--- src/hw/rtl/bsm_pkg.sv ---
`default_nettype none

package bsm_pkg;

  // Default number of fraction bits of the life quotient
  localparam int unsigned LifeFracBitsDef = 8;

  // Configuration register indexes
  localparam int unsigned CfgIdxW = 2;
  localparam logic [CfgIdxW-1:0] CFG_CRIT_VOLT = 2'd0;
  localparam logic [CfgIdxW-1:0] CFG_LOW_LEVEL = 2'd1;
  localparam logic [CfgIdxW-1:0] CFG_DONE_LEVEL = 2'd2;
  localparam int unsigned CfgDataW = 16;

  // Register reset values
  localparam logic [15:0] CRIT_VOLT_RST = 16'd3400;
  localparam logic [6:0] LOW_LEVEL_RST = 7'd20;
  localparam logic [6:0] DONE_LEVEL_RST = 7'd1;

  // Stream widths
  localparam int unsigned InTdataW = 72;
  localparam int unsigned OutTdataW = 32;

  localparam int unsigned LifeW = 24;
  localparam logic [LifeW-1:0] LIFE_MAX = 24'hFFFFFF;

  typedef enum logic [1:0] {
    ST_IDLE,
    ST_DIV,
    ST_OUT
  } bsm_state_e;

  typedef struct packed {
    logic        start;
    logic [15:0] divisor;
  } bsm_div_req_t;

  typedef struct packed {
    logic             done;
    logic [LifeW-1:0] quot;
  } bsm_div_rsp_t;

endpackage

`default_nettype wire

--- src/hw/rtl/bsm_divider.sv ---
`default_nettype none

module bsm_divider #(
  parameter int unsigned DvdW = 24
) (
  input  wire logic                  clk_i,
  input  wire logic                  rst_ni,
  input  wire bsm_pkg::bsm_div_req_t req_i,
  input  wire logic [DvdW-1:0]       dividend_i,
  output      bsm_pkg::bsm_div_rsp_t rsp_o
);
  import bsm_pkg::*;

  localparam int unsigned CntW = $clog2(DvdW + 1);

  logic            busy_q, busy_d;
  logic            done_q, done_d;
  logic            zero_q, zero_d;
  logic [CntW-1:0] cnt_q, cnt_d;
  logic [DvdW-1:0] dvd_q, dvd_d;
  logic [15:0]     rem_q, rem_d;
  logic [15:0]     dsr_q, dsr_d;

  logic [16:0] shifted;
  logic [17:0] diff;
  logic [31:0] quot_ext;

  // One quotient bit a cycle: the dividend shifts out at the top, quotient bits in at the bottom
  always_comb begin
    shifted = {rem_q, dvd_q[DvdW-1]};
    diff    = {1'b0, shifted} - {2'b00, dsr_q};
  end

  always_comb begin
    busy_d = busy_q;
    done_d = 1'b0;
    zero_d = zero_q;
    cnt_d  = cnt_q;
    dvd_d  = dvd_q;
    rem_d  = rem_q;
    dsr_d  = dsr_q;
    if (req_i.start) begin
      busy_d = 1'b1;
      zero_d = (req_i.divisor == 16'd0);
      cnt_d  = CntW'(DvdW);
      dvd_d  = dividend_i;
      rem_d  = 16'd0;
      dsr_d  = req_i.divisor;
    end else if (busy_q) begin
      dvd_d = {dvd_q[DvdW-2:0], ~diff[17]};
      rem_d = diff[17] ? shifted[15:0] : diff[15:0];
      cnt_d = cnt_q - CntW'(1);
      if (cnt_q == CntW'(1)) begin
        busy_d = 1'b0;
        done_d = 1'b1;
      end
    end
  end

  always_ff @(posedge clk_i or negedge rst_ni) begin
    if (!rst_ni) begin
      busy_q <= 1'b0;
      done_q <= 1'b0;
      cnt_q  <= '0;
    end else begin
      busy_q <= busy_d;
      done_q <= done_d;
      cnt_q  <= cnt_d;
    end
  end

  always_ff @(posedge clk_i) begin
    zero_q <= zero_d;
    dvd_q  <= dvd_d;
    rem_q  <= rem_d;
    dsr_q  <= dsr_d;
  end

  // Saturate on a zero divisor or a quotient beyond the result width
  assign quot_ext = 32'(dvd_q);

  always_comb begin
    rsp_o.done = done_q;
    if (zero_q || (|quot_ext[31:LifeW])) begin
      rsp_o.quot = LIFE_MAX;
    end else begin
      rsp_o.quot = quot_ext[LifeW-1:0];
    end
  end

endmodule

`default_nettype wire

--- src/hw/rtl/battery_status_monitor_unit.sv ---
// A transfer starts the divider; when it is done the quotient is registered, and the
// averaged result goes into the output register once that is free. The bit-serial restoring
// divider yields one quotient bit per cycle; the next reading is taken only after that load.
// A finished result waits in the output register while the next reading is taken.
// Reset (rst_ni low, asynchronous) clears the flags, the life average and the handshake
// state, and loads the configuration registers with their default values.
`default_nettype none

module battery_status_monitor_unit #(
  parameter int unsigned LIFE_FRAC_BITS = bsm_pkg::LifeFracBitsDef
) (
  input  wire logic                          clk_i,
  input  wire logic                          rst_ni,
  // configuration write port
  input  wire logic                          cfg_we_i,
  input  wire logic [bsm_pkg::CfgIdxW-1:0]   cfg_idx_i,
  input  wire logic [bsm_pkg::CfgDataW-1:0]  cfg_wdata_i,
  // reading stream
  input  wire logic                          s_axis_tvalid,
  output      logic                          s_axis_tready,
  // charge_level[6:0], voltage_mv[22:7], average_power_mw[38:23],
  // remaining_mah[54:39], average_current_ma[70:55], zero[71]
  input  wire logic [bsm_pkg::InTdataW-1:0]  s_axis_tdata,
  // level_valid[0]
  input  wire logic                          s_axis_tuser,
  // result stream
  output      logic                          m_axis_tvalid,
  input  wire logic                          m_axis_tready,
  // critical_low[0], low_battery_event[1], charging[2], charge_complete[3],
  // life_hours_q8[27:4], zero[31:28]
  output      logic [bsm_pkg::OutTdataW-1:0] m_axis_tdata
);
  import bsm_pkg::*;

  localparam int unsigned DvdW = 16 + LIFE_FRAC_BITS;

  // reading fields
  logic [6:0]  charge_level;
  logic [15:0] voltage_mv;
  logic [15:0] average_power_mw;
  logic [15:0] remaining_mah;
  logic [15:0] average_current_ma;

  assign charge_level       = s_axis_tdata[6:0];
  assign voltage_mv         = s_axis_tdata[22:7];
  assign average_power_mw   = s_axis_tdata[38:23];
  assign remaining_mah      = s_axis_tdata[54:39];
  assign average_current_ma = s_axis_tdata[70:55];

  // configuration
  logic [15:0] crit_volt_q;
  logic [6:0]  low_level_q;
  logic [6:0]  done_level_q;

  always_ff @(posedge clk_i or negedge rst_ni) begin
    if (!rst_ni) begin
      crit_volt_q  <= CRIT_VOLT_RST;
      low_level_q  <= LOW_LEVEL_RST;
      done_level_q <= DONE_LEVEL_RST;
    end else if (cfg_we_i) begin
      case (cfg_idx_i)
        CFG_CRIT_VOLT:  crit_volt_q  <= cfg_wdata_i;
        CFG_LOW_LEVEL:  low_level_q  <= cfg_wdata_i[6:0];
        CFG_DONE_LEVEL: done_level_q <= cfg_wdata_i[6:0];
        default: ;
      endcase
    end
  end

  // control
  bsm_state_e state_q, state_d;
  logic       in_xfer;
  logic       out_load;
  logic       quot_load;

  bsm_div_req_t div_req;
  bsm_div_rsp_t div_rsp;

  assign in_xfer = s_axis_tvalid && s_axis_tready;

  always_comb begin
    state_d = state_q;
    case (state_q)
      ST_IDLE: if (s_axis_tvalid) state_d = ST_DIV;
      ST_DIV:  if (div_rsp.done) state_d = ST_OUT;
      ST_OUT:  if (!m_axis_tvalid || m_axis_tready) state_d = ST_IDLE;
      default: state_d = ST_IDLE;
    endcase
  end

  always_comb begin
    s_axis_tready = 1'b0;
    quot_load     = 1'b0;
    out_load      = 1'b0;
    case (state_q)
      ST_IDLE: s_axis_tready = 1'b1;
      ST_DIV:  quot_load = div_rsp.done;
      ST_OUT:  out_load = !m_axis_tvalid || m_axis_tready;
      default: ;
    endcase
  end

  always_ff @(posedge clk_i or negedge rst_ni) begin
    if (!rst_ni) begin
      state_q <= ST_IDLE;
    end else begin
      state_q <= state_d;
    end
  end

  // divider
  always_comb begin
    div_req.start   = in_xfer;
    div_req.divisor = average_current_ma[15] ? 16'(-average_current_ma) : average_current_ma;
  end

  bsm_divider #(
    .DvdW(DvdW)
  ) u_div (
    .clk_i      (clk_i),
    .rst_ni     (rst_ni),
    .req_i      (div_req),
    .dividend_i ({remaining_mah, {LIFE_FRAC_BITS{1'b0}}}),
    .rsp_o      (div_rsp)
  );

  // flag evaluation at transfer
  logic low_warned_q, low_warned_d;
  logic charging_q, charging_d;
  logic crit_q, crit_d;
  logic lowev_q, lowev_d;
  logic done_q, done_d;
  logic at_low;

  assign at_low = (charge_level <= low_level_q);

  always_comb begin
    low_warned_d = low_warned_q;
    charging_d   = charging_q;
    crit_d       = crit_q;
    lowev_d      = lowev_q;
    done_d       = done_q;
    if (in_xfer) begin
      crit_d  = 1'b0;
      lowev_d = 1'b0;
      done_d  = 1'b0;
      if (s_axis_tuser) begin
        crit_d       = (voltage_mv != 16'd0) && (voltage_mv <= crit_volt_q)
                       && average_power_mw[15];
        lowev_d      = at_low && !low_warned_q;
        low_warned_d = at_low;
        charging_d   = !average_power_mw[15];
        done_d       = (average_power_mw == 16'd0) && (charge_level == done_level_q);
      end
    end
  end

  always_ff @(posedge clk_i or negedge rst_ni) begin
    if (!rst_ni) begin
      low_warned_q <= 1'b0;
      charging_q   <= 1'b0;
      crit_q       <= 1'b0;
      lowev_q      <= 1'b0;
      done_q       <= 1'b0;
    end else begin
      low_warned_q <= low_warned_d;
      charging_q   <= charging_d;
      crit_q       <= crit_d;
      lowev_q      <= lowev_d;
      done_q       <= done_d;
    end
  end

  // life average and output register
  logic [LifeW-1:0] quot_q;
  logic [LifeW-1:0] life_avg_q, life_avg_d;
  logic [LifeW:0]   life_sum;
  logic             m_valid_q, m_valid_d;
  logic [3:0]       m_flags_q;

  always_ff @(posedge clk_i) begin
    if (quot_load) begin
      quot_q <= div_rsp.quot;
    end
  end

  assign life_sum = {1'b0, life_avg_q} + {1'b0, quot_q};

  always_comb begin
    life_avg_d = life_avg_q;
    m_valid_d  = m_valid_q;
    if (m_axis_tvalid && m_axis_tready) begin
      m_valid_d = 1'b0;
    end
    if (out_load) begin
      life_avg_d = life_sum[LifeW:1];
      m_valid_d  = 1'b1;
    end
  end

  always_ff @(posedge clk_i or negedge rst_ni) begin
    if (!rst_ni) begin
      life_avg_q <= '0;
      m_valid_q  <= 1'b0;
    end else begin
      life_avg_q <= life_avg_d;
      m_valid_q  <= m_valid_d;
    end
  end

  // hold the flags of the transfer until its result is loaded
  always_ff @(posedge clk_i) begin
    if (out_load) begin
      m_flags_q <= {done_q, charging_q, lowev_q, crit_q};
    end
  end

  assign m_axis_tvalid = m_valid_q;
  assign m_axis_tdata  = {4'b0000, life_avg_q, m_flags_q};

endmodule

`default_nettype wire

--- config.mk ---
export PLATFORM = sky130hd
export DESIGN_NAME = battery_status_monitor_unit
export DESIGN_NICKNAME = d
export VERILOG_FILES = /design/src/hw/rtl/bsm_pkg.sv /design/src/hw/rtl/bsm_divider.sv /design/src/hw/rtl/battery_status_monitor_unit.sv
export SDC_FILE = /design/constraint.sdc
export NUM_CORES = 1
export LEC_CHECK = 0
export BUFFER_PORTS_ARGS = -buffer_cell sky130_fd_sc_hd__buf_2
export CAP_MARGIN = 20
export CORE_MARGIN = 8
export CORE_UTILIZATION = 55
export DETAILED_ROUTE_END_ITERATION = 16
export PLACE_DENSITY_LB_ADDON = 0.05
export REMOVE_ABC_BUFFERS = 1
export SKIP_CTS_REPAIR_TIMING = 1
export SLEW_MARGIN = 20
export SYNTH_ARGS = -nofsm -noshare
export SYNTH_HDL_FRONTEND = slang
export SYNTH_SLANG_ARGS = --single-unit
--- constraint.sdc ---
create_clock -name clk_i -period 3.1 [get_ports clk_i]
set_clock_uncertainty 0.2 [all_clocks]
set_input_delay 0.62 -clock clk_i [delete_from_list [all_inputs] [get_ports clk_i]]
set_output_delay 0.62 -clock clk_i [all_outputs]
set_load 0.02 [all_outputs]
==> impl_summary.log, run 1 <==
INFO  metric cp_max_fo = 3
INFO  metric grt_pass1_wl = 30.2 mm
INFO  metric maxSlewViolCount = 0
INFO  metric drt_first_iter_violations = 373
INFO  metric synth.distinct_cells = 69
INFO  metric grt_overflow = 0
INFO  metric avgSynthCellArea = 9.79 um^2
INFO  metric critical-path-max-stage-delay = 410 ps
INFO  metric final_stage_net_count = 1193
INFO  metric setup_violations = 0
INFO  metric clk_pin_slew_worst_paths = 60 ps
INFO  metric largest_net_degree_at_the_start_of_global_routing = 45
INFO  metric path_delay_family = compound AO/OA/AOI/OAI gates
INFO  metric criticalPathCategory = reg2reg
INFO  metric worst_slew_margin_rel = 0.564
INFO  metric fillers = 1314
INFO  metric total_vias_in_the_final_route = 6597
INFO  metric critical_path.slowest_cell = sky130_fd_sc_hd__fa_1
INFO  metric hpwlAfterDp = 13.9 mm
INFO  metric post_synthesis_cell_area = 8780 um^2
INFO  metric drt_pre_antenna_iters = 5
INFO  metric clk_root_buffer_cell = sky130_fd_sc_hd__clkbuf_16
INFO  metric tritoncts = done
INFO  metric design.die.area = 20300 um^2
INFO  metric p_leak = 0.00458 uW
INFO  metric critical_path.cell_chain = and2_1, fa_1, a21o_1, a21oi_1, o21ai_1, a41oi_2, nor2_1, a221o_1, a211oi_1, o31ai_1
INFO  metric first_global_vias = 6518
INFO  metric rsz0062_at_grt = false
INFO  metric clock_sinks = 154
INFO  metric slew_at_the_pin_closest_to_its_max_slew_limit = 653 ps
INFO  metric route.antenna.remaining_nets = 0
INFO  metric drt_wl_cell = 14.5 um
INFO  metric synth.top_cells.by_area = sky130_fd_sc_hd__edfxtp_1 (21%), sky130_fd_sc_hd__dfrtp_1 (17%), sky130_fd_sc_hd__ha_1 (9.4%), sky130_fd_sc_hd__dfxtp_1 (5.5%), sky130_fd_sc_hd__o21ai_0 (5.2%)
INFO  metric synth-edff-count = 61
INFO  metric fin_area = 10300 um^2
INFO  metric final_period_minus_worst_setup_slack = 2900 ps
INFO  metric drt_wl_total = 18.2 mm
INFO  metric standard_cell_row_count = 46
INFO  metric antennaDiodeCount = 0
INFO  metric drive_gt1_frac = 0.229
INFO  metric ir_worst_vdd = 0.484 mV
INFO  metric h-tree-depth = 4
INFO  metric ys_seq_area_frac = 0.461
INFO  metric die_h = 142 um
INFO  metric timing.critical_path.required = 3190 ps
INFO  metric outcome = finished, final reports clean
INFO  metric viasPerCell = 5.24
INFO  metric core_area = 15800 um^2
INFO  metric timing.final.crit_share = 0.937
INFO  metric dr_drc_count = 0
INFO  metric grt.total_usage = 0.186
INFO  metric floorplan.initialDensity = 0.557
INFO  metric cp.arrival = 3000 ps
INFO  metric synth_cells = 897
INFO  metric tritoncts.num_buffers = 17
INFO  metric synth_top_area_cell = sky130_fd_sc_hd__edfxtp_1
INFO  metric synth_top_cell_area_share = 0.209
INFO  metric critPathLaunchType = flip-flop
INFO  metric placed_area = 9690 um^2
INFO  metric achievable-frequency = 0.344 GHz
INFO  metric total_power_per_unit_cell_area = 894 nW/um^2
INFO  metric top_level_pins = 130
INFO  metric ys.flop_type = sky130_fd_sc_hd__edfxtp_1
INFO  metric clk-insertion-delay-late = 430 ps
INFO  metric finalHoldViolCount = 0
INFO  metric synth.ff_latch_count = 154
INFO  metric most_common_cell_after_layout_fill_and_taps_aside = sky130_fd_sc_hd__buf_2
INFO  metric io_buffers = 124
INFO  metric async_flop_share = 0.448
INFO  metric initial_antenna_violation_count = 0
INFO  metric drv.max_cap_violation_count = 0
INFO  metric crit_buf_inv = 0
INFO  metric worstSetupEndpointType = flip-flop
INFO  metric die_x = 142 um
INFO  metric totalNegativeSetupSlack = 0 ps
INFO  metric layout_common_cells = sky130_fd_sc_hd__buf_2 (124), sky130_fd_sc_hd__nand2_1 (113), sky130_fd_sc_hd__o21ai_0 (92)
INFO  metric synth_warnings = 0
INFO  metric holdCritPathClass = in2async
INFO  metric gp_congestion = 0.889
INFO  metric area_delta_synth_final = 17.0%
INFO  metric max-clock-path-buffers = 2
[synth_stat cells, types with 11 or more instances]
library cell               count
sky130_fd_sc_hd__dfxtp_1      24
sky130_fd_sc_hd__nand2_1     113
sky130_fd_sc_hd__a21o_1       16
sky130_fd_sc_hd__nor2_1       51
sky130_fd_sc_hd__a21oi_1      45
sky130_fd_sc_hd__nor3_1       13
sky130_fd_sc_hd__inv_1        63
sky130_fd_sc_hd__mux2_2       18
sky130_fd_sc_hd__o21ai_0      92
sky130_fd_sc_hd__ha_1         66
sky130_fd_sc_hd__xnor2_1      40
sky130_fd_sc_hd__or2_2        26
sky130_fd_sc_hd__edfxtp_1     61
sky130_fd_sc_hd__mux2i_1      18
sky130_fd_sc_hd__nand4_1      12
sky130_fd_sc_hd__nand2b_1     11
sky130_fd_sc_hd__clkbuf_1     22
sky130_fd_sc_hd__dfrtp_1      61
[where the power goes]
group          internal, uW  switching (uW)  total [uW]  leakage [uW]
logic                  1760            2130        3890       0.00272
clock network          1220             825        2050      0.000279
registers              2830             418        3250       0.00158
[state kept, by name (all words and copies together) (netlist names)]
| signal | count |
|---|---|
| m_axis_tvalid | 1 |
| done_level_q | 7 |
| u_div.zero_q | 1 |
| life_avg_q | 24 |
| u_div.dvd_q | 24 |
| charging_q | 1 |
| u_div.dsr_q | 16 |
| crit_q | 1 |
| low_level_q | 7 |
| quot_q | 24 |
| low_warned_q | 1 |
| done_q | 1 |
| u_div.done_q | 1 |
| lowev_q | 1 |
| state_q | 2 |
| u_div.busy_q | 1 |
| u_div.rem_q | 16 |
| m_flags_q | 4 |
| crit_volt_q | 16 |
| u_div.cnt_q | 5 |
[stage by stage]
step / util / power [uW] / hold WS, ps / std cells / setup slack, ps
after floorplan: - / 6150 / 124 / 869 / -221
after global placement: 0.614 / 7100 / 230 / 1226 / 120
after detailed placement: 0.614 / 7160 / 242 / 1226 / 71.4
after CTS: 0.651 / 9240 / 34.2 / 1258 / 43.8
after global routing: 0.652 / 9910 / 60.0 / 1258 / 6.36
final: 0.652 / 9190 / 20.2 / 1258 / 196
[cell type report]
type	count	area, um^2	share of cell area
clock inverters	11	120	0.0117
flip-flops and latches	154	4050	0.394
well taps	216	270	0.0263
repair buffers	141	761	0.0740
multi-input cells	652	4380	0.426
clock buffers	21	460	0.0448
inverters	63	236	0.0230
[routing by layer]
| metal | track usage | up-vias | part of all wire |
|---|---|---|---|
| met5 | 0 | - | 0 |
| met4 | 0.0503 | 0 | 0.0078 |
| met3 | 0.0486 | 14 | 0.048 |
| met2 | 0.306 | 127 | 0.47 |
| met1 | 0.239 | 3015 | 0.47 |
| li1 | - | 3441 | - |
[final timing paths]
| kind | start | endpoint | slack [ps] | cells past startpoint |
|---|---|---|---|---|
| worst min register to register | lowev_q$_DFFE_PN0P_ | m_flags_q[1]$_DFFE_PP_ | 250 | 0 |
| worst max register to register | quot_q[0]$_SDFFCE_PP1P_ | life_avg_q[19]$_DFFE_PN0P_ | 200 | 10 |
| max in group asynchronous | rst_ni | low_level_q[4]$_DFFE_PN1P_ | 1980 | 2 |
| worst max-delay path | quot_q[0]$_SDFFCE_PP1P_ | life_avg_q[19]$_DFFE_PN0P_ | 200 | 10 |
| min in group clk_i | cfg_wdata_i[12] | crit_volt_q[12]$_DFFE_PN0P_ | 200 | 3 |
| worst min-delay path | rst_ni | life_avg_q[6]$_DFFE_PN0P_ | 20 | 1 |
[logic make-up (layout without fill, tap and decap cells)]
| group | after synthesis | count (layout) | synth area share |
|---|---|---|---|
| AND/OR/NAND/NOR | 276 | 276 | 0.151 |
| XOR/XNOR | 50 | 50 | 0.0499 |
| other | 1 | 4 | 0.000427 |
| flip-flops | 154 | 154 | 0.461 |
| buffers and inverters | 94 | 236 | 0.0433 |
| multiplexers | 36 | 36 | 0.0436 |
| adder cells (fa/ha/maj) | 68 | 68 | 0.0986 |
| AO/OA/AOI/OAI | 218 | 218 | 0.152 |
(Power assumes the default switching activity.)
==> run 2, diff against run 1 <==
--- a/config.mk
+++ b/config.mk
@@ -9,6 +9,7 @@
 export CAP_MARGIN = 20
 export CORE_MARGIN = 8
 export CORE_UTILIZATION = 55
+export CTS_BUF_LIST = sky130_fd_sc_hd__clkbuf_2
 export DETAILED_ROUTE_END_ITERATION = 16
 export PLACE_DENSITY_LB_ADDON = 0.05
 export REMOVE_ABC_BUFFERS = 1
==> impl_summary.log, run 2 (synthesized netlist as in run 1, its figures left out) <==
INFO  metric outcome = finished, final reports clean (unchanged)
INFO  metric clock_sinks = 154 (unchanged)
INFO  metric setup_violations = 0 (unchanged)
INFO  metric gp_congestion = 0.889 (unchanged)
INFO  metric total_power_per_unit_cell_area = 791 nW/um^2 (was 894 nW/um^2)
INFO  metric worst_slew_margin_rel = 0.554 (was 0.564)
INFO  metric p_total = 8250 uW (was 9190 uW)
INFO  metric tritoncts = done (unchanged)
INFO  metric viasPerCell = 5.26 (was 5.24)
INFO  metric drt_wl_cell = 14.2 um (was 14.5 um)
INFO  metric timing.final.crit_share = 0.948 (was 0.937)
INFO  metric clk_root_buffer_cell = sky130_fd_sc_hd__clkbuf_2 (was sky130_fd_sc_hd__clkbuf_16)
INFO  metric placed_cells = 1226 (unchanged)
INFO  metric regToRegSetupSlack = 160 ps (was 200 ps)
INFO  metric io_buffers = 124 (unchanged)
INFO  metric standard_cell_row_count = 46 (unchanged)
INFO  metric drt_pre_antenna_iters = 5 (unchanged)
INFO  metric cp.arrival = 3340 ps (was 3000 ps)
INFO  metric area_delta_synth_final = 18.8% (was 17.0%)
INFO  metric final_period_minus_worst_setup_slack = 2940 ps (was 2900 ps)
INFO  metric post-route-util = 0.662 (was 0.652)
INFO  metric h-tree-depth = 4 (unchanged)
INFO  metric hold_path_sink = crit_volt_q[7]$_DFFE_PN0P_
INFO  metric core_area = 15800 um^2 (unchanged)
INFO  metric criticalPathCategory = reg2reg (unchanged)
INFO  metric cell_count_of_the_worst_reg_to_reg_path = 10 (unchanged)
INFO  metric worstReg2RegStart = quot_q[0]$_SDFFCE_PP1P_ (unchanged)
INFO  metric timing.critical_path.required = 3500 ps (was 3190 ps)
INFO  metric most_common_cell_after_layout_fill_and_taps_aside = sky130_fd_sc_hd__buf_2 (unchanged)
INFO  metric worst_hold_startpoint = cfg_idx_i[1]
INFO  metric drv.max_cap_violation_count = 0 (unchanged)
INFO  metric total_vias_in_the_final_route = 6885 (was 6597)
INFO  metric first_global_vias = 6519 (was 6518)
INFO  metric max-clock-path-buffers = 2 (unchanged)
INFO  metric largest_net_degree_at_the_start_of_global_routing = 45 (unchanged)
INFO  metric initial_antenna_violation_count = 1 (was 0)
INFO  metric fin_area = 10400 um^2 (was 10300 um^2)
INFO  metric grt_pass1_wl = 29.9 mm (was 30.2 mm)
INFO  metric ir_worst_vdd = 0.317 mV (was 0.484 mV)
INFO  metric grt_overflow = 0 (unchanged)
INFO  metric drt_wl_total = 18.6 mm (was 18.2 mm)
INFO  metric multiInputGateArea = 4380 um^2 (unchanged)
INFO  metric placed_area = 9690 um^2 (unchanged)
INFO  metric final_stage_net_count = 1244 (was 1193)
INFO  metric tritoncts.num_buffers = 17 (unchanged)
INFO  metric fillers = 1317 (was 1314)
INFO  metric drive_gt1_frac = 0.219 (was 0.229)
INFO  metric layout_common_cells = sky130_fd_sc_hd__buf_2 (124), sky130_fd_sc_hd__nand2_1 (113), sky130_fd_sc_hd__o21ai_0 (92) (unchanged)
INFO  metric slew_at_the_pin_closest_to_its_max_slew_limit = 668 ps (was 653 ps)
INFO  metric design.die.area = 20300 um^2 (unchanged)
INFO  metric final-seq-area = 4050 um^2 (unchanged)
INFO  metric clk_pin_slew_worst_paths = 210 ps (was 60 ps)
INFO  metric top_level_pins = 130 (unchanged)
INFO  metric clk-insertion-delay-late = 710 ps (was 430 ps)
INFO  metric achievable-frequency = 0.340 GHz (was 0.344 GHz)
INFO  metric route.antenna.remaining_nets = 0 (unchanged)
INFO  metric hpwlAfterDp = 13.9 mm (unchanged)
INFO  metric non_filler_instance_count_after_layout = 1310 (was 1258)
INFO  metric worstSetupEndpointType = flip-flop (unchanged)
INFO  metric regToRegEndpoint = life_avg_q[19]$_DFFE_PN0P_ (unchanged)
INFO  metric grt.total_usage = 0.183 (was 0.186)
INFO  metric layout_top_registers = life_avg_q (24), quot_q (24), u_div.dvd_q (24) (unchanged)
INFO  metric rsz0062_at_grt = false (unchanged)
INFO  metric holdCritPathClass = in2reg (was in2async)
INFO  metric drt_first_iter_violations = 376 (was 373)
INFO  metric die_h = 142 um (unchanged)
INFO  metric finalHoldViolCount = 0 (unchanged)
INFO  metric p_leak = 0.00465 uW (was 0.00458 uW)
INFO  metric cp_max_fo = 3 (unchanged)
INFO  metric dr_drc_count = 0 (unchanged)
INFO  metric die_x = 142 um (unchanged)
INFO  metric min_delay_path_depth = 4
INFO  metric floorplan.initialDensity = 0.557 (unchanged)
INFO  metric maxSlewViolCount = 0 (unchanged)
INFO  metric critPathLaunchType = flip-flop (unchanged)
run 2: changes by cell type in the layout (fill, tap and decap cells not counted):
cell and delta:
sky130_fd_sc_hd__clkbuf_1 -2, sky130_fd_sc_hd__clkbuf_16 -17, sky130_fd_sc_hd__clkbuf_2 +19, sky130_fd_sc_hd__clkbuf_8 -2, sky130_fd_sc_hd__clkinv_1 +2, sky130_fd_sc_hd__diode_2 +1
sky130_fd_sc_hd__dlygate4sd3_1 +51
run 2: final cells by class:
cell class | count | share of cell area
timing repair buffer | 192 | 0.122
sequential | 154 | 0.388
tap | 216 | 0.0259
multi-input combinational | 652 | 0.420
clock inverter | 13 | 0.0122
inverter | 63 | 0.0227
antenna | 1 | 0.000240
clock buffer | 19 | 0.00911
run 2: worst max-delay path by stage:
stage	from	to	slack, ps	cells past startpoint
2_1_floorplan	state_q[1]$_DFFE_PN0P_	u_div.dvd_q[10]$_DFFE_PP_	-220	5
3_3_place_gp	quot_q[0]$_SDFFCE_PP1P_	life_avg_q[19]$_DFFE_PN0P_	120	10
3_5_place_dp	quot_q[0]$_SDFFCE_PP1P_	life_avg_q[19]$_DFFE_PN0P_	70	10
4_1_cts	quot_q[0]$_SDFFCE_PP1P_	life_avg_q[19]$_DFFE_PN0P_	40	10
5_1_grt	quot_q[0]$_SDFFCE_PP1P_	life_avg_q[19]$_DFFE_PN0P_	4	10
6_report	quot_q[0]$_SDFFCE_PP1P_	life_avg_q[19]$_DFFE_PN0P_	160	10
run 2: power by group:
part / switching (uW) / internal [uW]
registers: 418 / 2820
logic: 2130 / 1810
clock network: 709 / 367
total: 3260 / 4990
run 2: through the flow:
| step | hold WS [ps] | setup slack [ps] | TNS, ps |
|---|---|---|---|
| 6_report | 77.7 | 162 | 0 |
| 5_1_grt | 2.40 | 3.71 | 0 |
| 4_1_cts | -352 | 35.1 | 0 |
| 3_5_place_dp | 242 | 71.4 | 0 |
| 3_3_place_gp | 230 | 120 | 0 |
| 2_1_floorplan | 124 | -221 | -3530 |
run 2: critical path, stage by stage, from the launching register on:
cell and delay, ps:
sky130_fd_sc_hd__edfxtp_1 430, sky130_fd_sc_hd__and2_1 180, sky130_fd_sc_hd__fa_1 410, sky130_fd_sc_hd__a21o_1 200
sky130_fd_sc_hd__a21oi_1 200, sky130_fd_sc_hd__o21ai_1 140, sky130_fd_sc_hd__a41oi_2 290, sky130_fd_sc_hd__nor2_1 140
sky130_fd_sc_hd__a221o_1 340, sky130_fd_sc_hd__a211oi_1 230, sky130_fd_sc_hd__o31ai_1 90
run 2: routing by layer:
| layer | part of all wire | global-route usage |
|---|---|---|
| met5 | 0 | 0 |
| met4 | 0.0097 | 0.0492 |
| met3 | 0.048 | 0.0436 |
| met2 | 0.47 | 0.299 |
| met1 | 0.47 | 0.239 |
